===== config.mk =====
export PLATFORM = sky130hd
export DESIGN_NAME = keyword_word_replacer
export DESIGN_NICKNAME = d
export VERILOG_FILES = /design/src/hdl/kwr_pkg.sv /design/src/hdl/kwr_ram.sv /design/src/hdl/keyword_word_replacer.sv
export SDC_FILE = /design/constraint.sdc
export NUM_CORES = 1
export LEC_CHECK = 0
export BUFFER_PORTS_ARGS = -buffer_cell sky130_fd_sc_hd__buf_2
export CORE_ASPECT_RATIO = 0.9
export CORE_MARGIN = 4
export CORE_UTILIZATION = 43
export CTS_CLUSTER_SIZE = 12
export DETAILED_ROUTE_END_ITERATION = 10
export SYNTH_ARGS = -nofsm -noshare
export SYNTH_HDL_FRONTEND = slang
export SYNTH_SLANG_ARGS = --single-unit

===== constraint.sdc =====
create_clock -name i_clk -period 7 [get_ports i_clk]
set_input_delay 1.4 -clock i_clk [delete_from_list [all_inputs] [get_ports i_clk]]
set_output_delay 1.4 -clock i_clk [all_outputs]
set_load 0.005 [all_outputs]

===== src/hdl/kwr_pkg.sv =====
package kwr_pkg;

    // Characters with a role in word handling
    localparam logic [7:0] CH_APOS = 8'h27;
    localparam logic [7:0] CH_HYPH = 8'h2d;
    localparam logic [7:0] CH_TWO  = 8'h32;
    localparam logic [7:0] CH_ZERO = 8'h30;

    // Longest keyword that can ever match
    localparam logic [4:0] KEY_MAX = 5'd24;

    // Keyword match counter width (counts up to the largest word buffer)
    localparam int KIDX_W = 6;

    // Register index, taken from paddr[4:3]
    typedef enum logic [1:0] {
        REG_KEY_LOW  = 2'd0,
        REG_KEY_MID  = 2'd1,
        REG_KEY_HIGH = 2'd2,
        REG_KEY_LEN  = 2'd3
    } t_reg;

    function automatic logic is_word_char(input logic [7:0] c);
        return ((c >= 8'h61) && (c <= 8'h7a)) || ((c >= 8'h41) && (c <= 8'h5a)) ||
               (c == CH_HYPH) || (c == CH_APOS);
    endfunction

    function automatic logic [7:0] lower_case(input logic [7:0] c);
        if ((c >= 8'h41) && (c <= 8'h5a)) begin
            return c + 8'd32;
        end
        return c;
    endfunction

    // Keyword character k out of the packed key registers, low register in the low bits
    function automatic logic [7:0] key_char(input logic [191:0] keys, input logic [4:0] k);
        if (k >= KEY_MAX) begin
            return 8'h00;
        end
        return keys[{k, 3'b000} +: 8];
    endfunction

endpackage


===== src/hdl/kwr_ram.sv =====
module kwr_ram #(
    parameter int WIDTH = 8,
    parameter int DEPTH = 32
) (
    input  logic                     i_clk,
    input  logic                     i_wr_en,
    input  logic [$clog2(DEPTH)-1:0] i_wr_addr,
    input  logic [WIDTH-1:0]         i_wr_data,
    input  logic [$clog2(DEPTH)-1:0] i_rd_addr,
    output logic [WIDTH-1:0]         o_rd_data
);

    logic [WIDTH-1:0] r_mem [DEPTH];
    logic [WIDTH-1:0] r_rd_data;

    // One write port, one registered read port
    always_ff @(posedge i_clk) begin
        if (i_wr_en) begin
            r_mem[i_wr_addr] <= i_wr_data;
        end
        r_rd_data <= r_mem[i_rd_addr];
    end

    assign o_rd_data = r_rd_data;

endmodule


===== src/hdl/keyword_word_replacer.sv =====
// Keyword word replacer. Text enters one character per request on the s_axis side. Letters,
// hyphen and apostrophe are collected into a word buffer of MAX_WORD characters (extra
// characters are dropped and the word is flagged in tuser); any other character, including
// 0 at end of text, closes the word and is echoed after it with tlast set. A closed word is
// lower-cased, stripped of hyphens and of a leading and a trailing apostrophe, and compared
// with the keyword in the APB registers; a match comes out as 2020 (keeping the outer
// apostrophes), anything else comes out as written. Word characters are written to the buffer
// as they arrive. A separator after a word of L buffered characters is accepted, then the L
// characters are compared (one buffer read per cycle through the single read port), a decision
// is taken, and the output characters follow, one per cycle while the output is taken: L + 1
// for a plain word, 5 to 7 for a replacement, echo included. A lone separator goes straight to
// its echo. The input is not ready from a separator until its echo is loaded into the output
// register; that register lets the next request in while the echo still waits.
module keyword_word_replacer
    import kwr_pkg::*;
#(
    parameter int MAX_WORD = 32
) (
    input  logic        i_clk,
    input  logic        i_rst_n,
    // input stream
    input  logic        s_axis_tvalid,
    output logic        s_axis_tready,
    input  logic [7:0]  s_axis_tdata,   // [7:0] in_char
    // output stream
    output logic        m_axis_tvalid,
    input  logic        m_axis_tready,
    output logic [7:0]  m_axis_tdata,   // [7:0] out_char
    output logic        m_axis_tlast,   // run_last
    output logic        m_axis_tuser,   // [0] word_truncated
    // configuration
    input  logic        psel,
    input  logic        penable,
    input  logic        pwrite,
    input  logic [4:0]  paddr,
    input  logic [63:0] pwdata,
    output logic [63:0] prdata,
    output logic        pready
);

    localparam int LEN_W = $clog2(MAX_WORD + 1);
    localparam int AW    = $clog2(MAX_WORD);
    localparam logic [LEN_W-1:0] LEN_FULL = LEN_W'(MAX_WORD);
    localparam logic [LEN_W-1:0] LEN_ONE  = LEN_W'(1);
    localparam logic [LEN_W-1:0] LEN_TWO  = LEN_W'(2);

    typedef enum logic [2:0] {
        S_IDLE,
        S_CMP,
        S_FIN,
        S_REP,
        S_WORD,
        S_ECHO
    } t_state;

    typedef enum logic [2:0] {
        R_LEAD,
        R_TWO_A,
        R_ZERO_A,
        R_TWO_B,
        R_ZERO_B,
        R_TRAIL
    } t_rep;

    // configuration registers
    logic [63:0] r_key_low, r_key_mid, r_key_high;
    logic [4:0]  r_key_len;
    logic [191:0] keys;
    logic        cfg_wr;
    t_reg        cfg_sel;

    // control state
    t_state            r_state, n_state;
    t_rep              r_rep, n_rep;
    logic [LEN_W-1:0]  r_len, n_len;
    logic [LEN_W-1:0]  r_idx, n_idx;
    logic [KIDX_W-1:0] r_kidx, n_kidx;
    logic              r_ovf, n_ovf;
    logic              r_seen, n_seen;
    logic              r_pv, n_pv;
    logic              r_ok, n_ok;
    logic              r_first_apos, n_first_apos;
    logic              r_last_apos, n_last_apos;
    logic              r_trail, n_trail;
    logic              r_ovalid, n_ovalid;

    // payload
    logic [7:0] r_sep, n_sep;
    logic [7:0] r_pend, n_pend;
    logic [7:0] r_odata, n_odata;
    logic       r_olast, n_olast;
    logic       r_ouser, n_ouser;

    // working signals
    logic              in_acc;
    logic              slot_free;
    logic              ram_we;
    logic [7:0]        rd_data;
    logic [7:0]        lc;
    logic [LEN_W-1:0]  idx_inc;
    logic              pend_ok;
    logic              fin_ok;
    logic [KIDX_W-1:0] fin_kidx;
    logic              match;
    logic              load;
    logic [7:0]        ld_data;
    logic              ld_last;
    logic              ld_user;
    logic [7:0]        rep_char;

    // ---------------------------------------------------------------- config port
    assign cfg_wr  = psel & penable & pwrite & pready;
    assign cfg_sel = t_reg'(paddr[4:3]);
    assign pready  = 1'b1;
    assign keys    = {r_key_high, r_key_mid, r_key_low};

    always_ff @(posedge i_clk) begin
        if (!i_rst_n) begin
            r_key_low  <= '0;
            r_key_mid  <= '0;
            r_key_high <= '0;
            r_key_len  <= '0;
        end else if (cfg_wr) begin
            unique case (cfg_sel)
                REG_KEY_LOW:  r_key_low  <= pwdata;
                REG_KEY_MID:  r_key_mid  <= pwdata;
                REG_KEY_HIGH: r_key_high <= pwdata;
                REG_KEY_LEN:  r_key_len  <= pwdata[4:0];
                default:      r_key_len  <= r_key_len;
            endcase
        end
    end

    always_comb begin
        unique case (cfg_sel)
            REG_KEY_LOW:  prdata = r_key_low;
            REG_KEY_MID:  prdata = r_key_mid;
            REG_KEY_HIGH: prdata = r_key_high;
            REG_KEY_LEN:  prdata = {59'd0, r_key_len};
            default:      prdata = '0;
        endcase
    end

    // ---------------------------------------------------------------- word buffer
    kwr_ram #(
        .WIDTH (8),
        .DEPTH (MAX_WORD)
    ) u_buf (
        .i_clk     (i_clk),
        .i_wr_en   (ram_we),
        .i_wr_addr (r_len[AW-1:0]),
        .i_wr_data (s_axis_tdata),
        .i_rd_addr (n_idx[AW-1:0]),
        .o_rd_data (rd_data)
    );

    // ---------------------------------------------------------------- shared compare unit
    assign lc       = lower_case(rd_data);
    assign idx_inc  = r_idx + LEN_ONE;
    assign pend_ok  = ({1'b0, r_key_len} > r_kidx) && (r_pend == key_char(keys, r_kidx[4:0]));

    // the held character is the last one left; a trailing apostrophe drops out here
    always_comb begin
        fin_ok   = r_ok;
        fin_kidx = r_kidx;
        if (r_pv && (r_pend != CH_APOS)) begin
            fin_ok   = r_ok & pend_ok;
            fin_kidx = r_kidx + KIDX_W'(1);
        end
        match = fin_ok && (fin_kidx == {1'b0, r_key_len}) && !r_ovf && (r_key_len <= KEY_MAX);
    end

    always_comb begin
        unique case (r_rep)
            R_LEAD, R_TRAIL:   rep_char = CH_APOS;
            R_TWO_A, R_TWO_B:  rep_char = CH_TWO;
            R_ZERO_A, R_ZERO_B: rep_char = CH_ZERO;
            default:           rep_char = CH_ZERO;
        endcase
    end

    // ---------------------------------------------------------------- sequencer
    assign s_axis_tready = (r_state == S_IDLE);
    assign in_acc        = s_axis_tvalid & s_axis_tready;
    assign slot_free     = !r_ovalid || m_axis_tready;

    always_comb begin
        n_state      = r_state;
        n_rep        = r_rep;
        n_len        = r_len;
        n_idx        = r_idx;
        n_kidx       = r_kidx;
        n_ovf        = r_ovf;
        n_seen       = r_seen;
        n_pv         = r_pv;
        n_ok         = r_ok;
        n_first_apos = r_first_apos;
        n_last_apos  = r_last_apos;
        n_trail      = r_trail;
        n_sep        = r_sep;
        n_pend       = r_pend;
        ram_we       = 1'b0;
        load         = 1'b0;
        ld_data      = r_sep;
        ld_last      = 1'b0;
        ld_user      = 1'b0;

        unique case (r_state)
            S_IDLE: begin
                if (in_acc) begin
                    if (is_word_char(s_axis_tdata)) begin
                        if (r_len < LEN_FULL) begin
                            ram_we      = 1'b1;
                            n_len       = r_len + LEN_ONE;
                            n_last_apos = (s_axis_tdata == CH_APOS);
                            if (r_len == '0) begin
                                n_first_apos = (s_axis_tdata == CH_APOS);
                            end
                        end else begin
                            n_ovf = 1'b1;
                        end
                    end else begin
                        n_sep   = s_axis_tdata;
                        n_idx   = '0;
                        n_kidx  = '0;
                        n_seen  = 1'b0;
                        n_pv    = 1'b0;
                        n_ok    = 1'b1;
                        n_state = (r_len == '0) ? S_ECHO : S_CMP;
                    end
                end
            end
            S_CMP: begin
                // one buffered character per cycle; hyphens vanish, a first apostrophe too
                n_idx = idx_inc;
                if (rd_data != CH_HYPH) begin
                    n_seen = 1'b1;
                    if (r_seen || (rd_data != CH_APOS)) begin
                        if (r_pv) begin
                            n_ok   = r_ok & pend_ok;
                            n_kidx = r_kidx + KIDX_W'(1);
                        end
                        n_pend = lc;
                        n_pv   = 1'b1;
                    end
                end
                if (idx_inc == r_len) begin
                    n_idx   = '0;
                    n_state = S_FIN;
                end
            end
            S_FIN: begin
                n_rep   = r_first_apos ? R_LEAD : R_TWO_A;
                n_trail = r_last_apos && (r_len >= LEN_TWO);
                n_state = match ? S_REP : S_WORD;
            end
            S_REP: begin
                if (slot_free) begin
                    load    = 1'b1;
                    ld_data = rep_char;
                    unique case (r_rep)
                        R_LEAD:   n_rep = R_TWO_A;
                        R_TWO_A:  n_rep = R_ZERO_A;
                        R_ZERO_A: n_rep = R_TWO_B;
                        R_TWO_B:  n_rep = R_ZERO_B;
                        R_ZERO_B: begin
                            if (r_trail) begin
                                n_rep = R_TRAIL;
                            end else begin
                                n_state = S_ECHO;
                            end
                        end
                        R_TRAIL:  n_state = S_ECHO;
                        default:  n_state = S_ECHO;
                    endcase
                end
            end
            S_WORD: begin
                if (slot_free) begin
                    load    = 1'b1;
                    ld_data = rd_data;
                    ld_user = r_ovf;
                    n_idx   = idx_inc;
                    if (idx_inc == r_len) begin
                        n_state = S_ECHO;
                    end
                end
            end
            S_ECHO: begin
                if (slot_free) begin
                    load    = 1'b1;
                    ld_data = r_sep;
                    ld_last = 1'b1;
                    n_len   = '0;
                    n_ovf   = 1'b0;
                    n_state = S_IDLE;
                end
            end
            default: n_state = S_IDLE;
        endcase
    end

    // output register
    always_comb begin
        n_ovalid = r_ovalid & ~m_axis_tready;
        n_odata  = r_odata;
        n_olast  = r_olast;
        n_ouser  = r_ouser;
        if (load) begin
            n_ovalid = 1'b1;
            n_odata  = ld_data;
            n_olast  = ld_last;
            n_ouser  = ld_user;
        end
    end

    always_ff @(posedge i_clk) begin
        if (!i_rst_n) begin
            r_state      <= S_IDLE;
            r_rep        <= R_TWO_A;
            r_len        <= '0;
            r_idx        <= '0;
            r_kidx       <= '0;
            r_ovf        <= 1'b0;
            r_seen       <= 1'b0;
            r_pv         <= 1'b0;
            r_ok         <= 1'b0;
            r_first_apos <= 1'b0;
            r_last_apos  <= 1'b0;
            r_trail      <= 1'b0;
            r_ovalid     <= 1'b0;
            r_sep        <= '0;
            r_pend       <= '0;
            r_odata      <= '0;
            r_olast      <= 1'b0;
            r_ouser      <= 1'b0;
        end else begin
            r_state      <= n_state;
            r_rep        <= n_rep;
            r_len        <= n_len;
            r_idx        <= n_idx;
            r_kidx       <= n_kidx;
            r_ovf        <= n_ovf;
            r_seen       <= n_seen;
            r_pv         <= n_pv;
            r_ok         <= n_ok;
            r_first_apos <= n_first_apos;
            r_last_apos  <= n_last_apos;
            r_trail      <= n_trail;
            r_ovalid     <= n_ovalid;
            r_sep        <= n_sep;
            r_pend       <= n_pend;
            r_odata      <= n_odata;
            r_olast      <= n_olast;
            r_ouser      <= n_ouser;
        end
    end

    assign m_axis_tvalid = r_ovalid;
    assign m_axis_tdata  = r_odata;
    assign m_axis_tlast  = r_olast;
    assign m_axis_tuser  = r_ouser;

endmodule


==> PnR_summary.wiki <==
{| class="wikitable"
! Metric !! Value
|-
| Maximum capacitance violations || 0
|-
| Largest vdd supply drop || 0.2047 mV
|-
| Post-synth top area share || 31.73%
|-
| Leakage power total || 9.937 nW
|-
| Vertical extent of the die || 233.2 um
|-
| Power density relative to cell area || 298.0 nW/um^2
|-
| Proportion of synthesized chip area in sequential cells || 53.47%
|-
| Clock tree root driver cell || clkbuf_16
|-
| Global routing usage summed across all routing layers || 22.64%
|-
| Net total in the final layout || 2,455
|-
| Worst skew pair latency || 600 ps
|-
| Post-synth design cell area || 24,220 um^2
|-
| Largest net degree at the start of global routing || 160
|-
| Crit Path Max Fanout || 40
|-
| Slew at the pin closest to its max-slew limit || 1098 ps
|-
| Synthesis-to-finish area growth || 12.37%
|-
| Final cycle utilization of the critical path || 70.67%
|-
| Worst min-delay path class || reg -> reg
|-
| Min Clock Period, post-route || 4947 ps
|-
| Total congestion overflow after global routing || 0
|-
| Highest achievable clock rate || 202.2 MHz
|-
| Most used cells in the layout excluding fill and tap cells || nand2_1, dfxtp_1, edfxtp_1
|-
| Antenna violations before repair || 8
|-
| Number of levels the H-tree was split into || 2
|-
| Final hold violation count || 0
|-
| CP Class || in -> reg
|-
| Outcome || finished clean
|-
| Startpoint type of the worst setup path || input port
|-
| Sw Share || 31.26%
|-
| Proportion of power drawn by combinational gates || 23.0%
|-
| Sequential power share || 42.8%
|-
| DRC marker count from the first detailed-route iteration || 1,670
|-
| Post-route setup TNS || 0 ps
|-
| Final-report max-slew violation count || 0
|-
| Mean number of vias per cell || 5.717
|-
| Global-route wire length before repair || 105.8 mm
|-
| Area of the core || 55,710 um^2
|-
| Count of standard-cell rows || 82
|-
| Post-route antenna net violation count || 0
|-
| Syn_area_per_cell || 10.65 um^2
|-
| Slew HR || 26.83%
|-
| Delay of the slowest cell on the worst path || 800 ps
|-
| DRC || 0
|-
| Hold buffer count at CTS || 0
|-
| Family with the most delay on the worst path || compound AO/OA/AOI/OAI gates
|-
| Via count of the routed design || 18,083
|-
| Total routed wirelength || 69.80 mm
|-
| Clock buffer count from CTS || 55
|-
| Endpoint kind of the worst setup timing path || flop
|-
| Cell Chain, Critical Path || buf_2 > nor4b_1 > nand4_1 > o311ai_1 > o41a_1 > a221oi_1 > nand2_1 > a2111oi_0 > a31oi_1 > o211ai_1
|-
| Main area contributors after synthesis || edfxtp_1, dfxtp_1, nand2_1
|-
| I/O pins || 161
|-
| Unique cell type count in the Yosys netlist || 84
|-
| Clock network fraction of design power || 34.1%
|-
| Prevailing post-synth register cell || dfxtp_1
|-
| Internal power consumption || 0.005576 W
|-
| Total buffers and inverters traversed by the critical path || 1
|-
| Post-synth ARST share || 0%
|-
| Total setup buffers inserted after CTS || 0
|-
| Filler cell count || 5,112
|-
| Routability congestion estimate || 0.8678
|-
| Switching Power || 0.002535 W
|-
| Largest area contributor in the synthesized netlist || edfxtp_1
|-
| Fraction of final layout cells with drive strength greater than 1 || 14.82%
|-
| EDFF count, synth || 256
|-
| Total non-filler cell area in the finished layout || 27,220 um^2
|-
| Max Buffers Root-to-Sink || 3
|-
| Post-synthesis cell count || 2,275
|-
| CP max stage cell || a221oi_1
|-
| Gates resized, CTS repair || 0
|-
| Routed length per instance || 22.07 um
|-
| Clock sink count || 519
|-
| Worst Skew || 35.67 ps
|-
| Unrepaired setup endpoints after global routing || false
|-
| CTS tree || built
|-
| YS warnings || 0
|-
| Width of the chip || 258.2 um
|-
| Seq cells post-synth || 519
|-
| Most common cell after layout, fill and taps aside || nand2_1
|-
| Initial cell density of the core || 43.48%
|-
| Router iterations before antenna repair || 6
|-
| Required time of the critical path || 7520 ps
|-
| HPWL after DPL || 45.95 mm
|-
| Count of endpoints failing setup in the final report || 0
|-
| Placed instance area || 25,520 um^2
|-
| Number of buffers added on ports || 156
|-
| Arrival time at the worst endpoint || 5470 ps
|-
| Clock-pin slew on the worst setup and hold paths || 60 ps
|-
| Die Footprint || 60,200 um^2
|-
| Net Count, Synth || 2,371
|-
| Number of global-route vias before repair || 17,518
|}
==> sequential cells by signal (all words and copies together), names as in the netlist, 5 cells and up <==
name             count
r_key_mid           64
r_pend               8
r_key_len            5
r_kidx               6
u_buf.o_rd_data      8
u_buf.r_mem        256
r_idx                6
r_key_high          64
r_key_low           64
r_len                6
r_sep                8
m_axis_tdata         8
==> final timing paths <==
check	start	end	slack, ps	cells after the start
worst min-delay path	m_axis_tdata[5]	m_axis_tdata[5]	470	2
worst max register to register	r_idx[0]	u_buf.o_rd_data[6]	2200	11
worst min register to register	m_axis_tdata[5]	m_axis_tdata[5]	470	2
worst max-delay path	s_axis_tdata[7]	u_buf.o_rd_data[6]	2050	10
==> worst min-delay path, cell delays in order (launching register included) <==
cell      delay [ps]
dfxtp_1          310
nand2_1           50
a21boi_0          60
==> cell families (layout without fill, tap and decap cells) <==
family                   Yosys count  count (layout)  synth area share [%]
flip-flops                       519             519                 53.47
adder cells (fa/ha/maj)           12              12                0.6198
buffers and inverters            171             298                 3.182
multiplexers                     252             252                 13.60
other                              1               6               0.01548
AND/OR/NAND/NOR                  839             839                 14.99
AO/OA/AOI/OAI                    453             453                 13.10
XOR/XNOR                          28              28                 1.012
==> power groups by stage <==
stage	logic (W)	clock network (W)	registers [W]
3_5_place_dp	0.00185	0	0.00353
6_report	0.00187	0.00277	0.00348
5_1_grt	0.00205	0.00294	0.00349
4_1_cts	0.00186	0.00282	0.00347
2_1_floorplan	0.00140	0	0.00343
3_3_place_gp	0.00182	0	0.00353
==> cells in the mapped netlist, drive strengths merged (4+ instances only) <==
cell,number
xor2,11
ha,12
nor3b,9
or3,7
mux4,61
a21boi,203
xnor2,17
a211oi,4
nor4,6
a31oi,14
a21oi,30
nor2,91
edfxtp,256
and2,11
o311ai,4
o21a,8
and3,11
nor2b,31
o211a,6
a222oi,8
nand2b,7
o21ai,100
buf,50
inv,16
nand2,560
nand3,56
mux2i,183
nor3,12
a221oi,4
mux2,8
dfxtp,263
a22oi,29
nand4,20
clkbuf,103
a2111oi,5
o211ai,10
==> layout make-up <==
type                            instances  area (um^2)  share of cell area [%]
Antenna cell                            5        12.51                 0.04596
Clock buffer                           76         1506                   5.534
Clock inverter                         24        181.4                  0.6665
Inverter                               18        67.56                  0.2482
Multi-Input combinational cell       1585        10560                   38.78
Sequential cell                       519        12960                   47.60
Tap cell                              756        945.9                   3.475
Timing Repair Buffer                  180        994.7                   3.654
==> routing by layer <==
| layer | up-vias | track usage (%) | share of wire [%] |
|---|---|---|---|
| met5 | - | 0 | 0.059 |
| met4 | 6 | 7.137 | 2.8 |
| met3 | 114 | 3.924 | 6.5 |
| met2 | 584 | 35.04 | 45 |
| met1 | 9012 | 32.62 | 46 |
| li1 | 8367 | - | - |
==> through the flow <==
step / cells / util [%] / worst slack, ps / power [W] / hold WS (ps)
6_report: 3163 / 48.86 / 2053 / 0.008111 / 469.0
5_1_grt: 3163 / 48.86 / 1614 / 0.008474 / 488.5
4_1_cts: 3158 / 48.84 / 2112 / 0.008147 / 471.9
3_5_place_dp: 3058 / 45.81 / 1474 / 0.005386 / 461.7
3_3_place_gp: 3058 / 45.81 / 1633 / 0.005348 / 454.5
2_1_floorplan: 2275 / - / 2728 / 0.004825 / 441.3
Power figures use the tool's default switching activity.
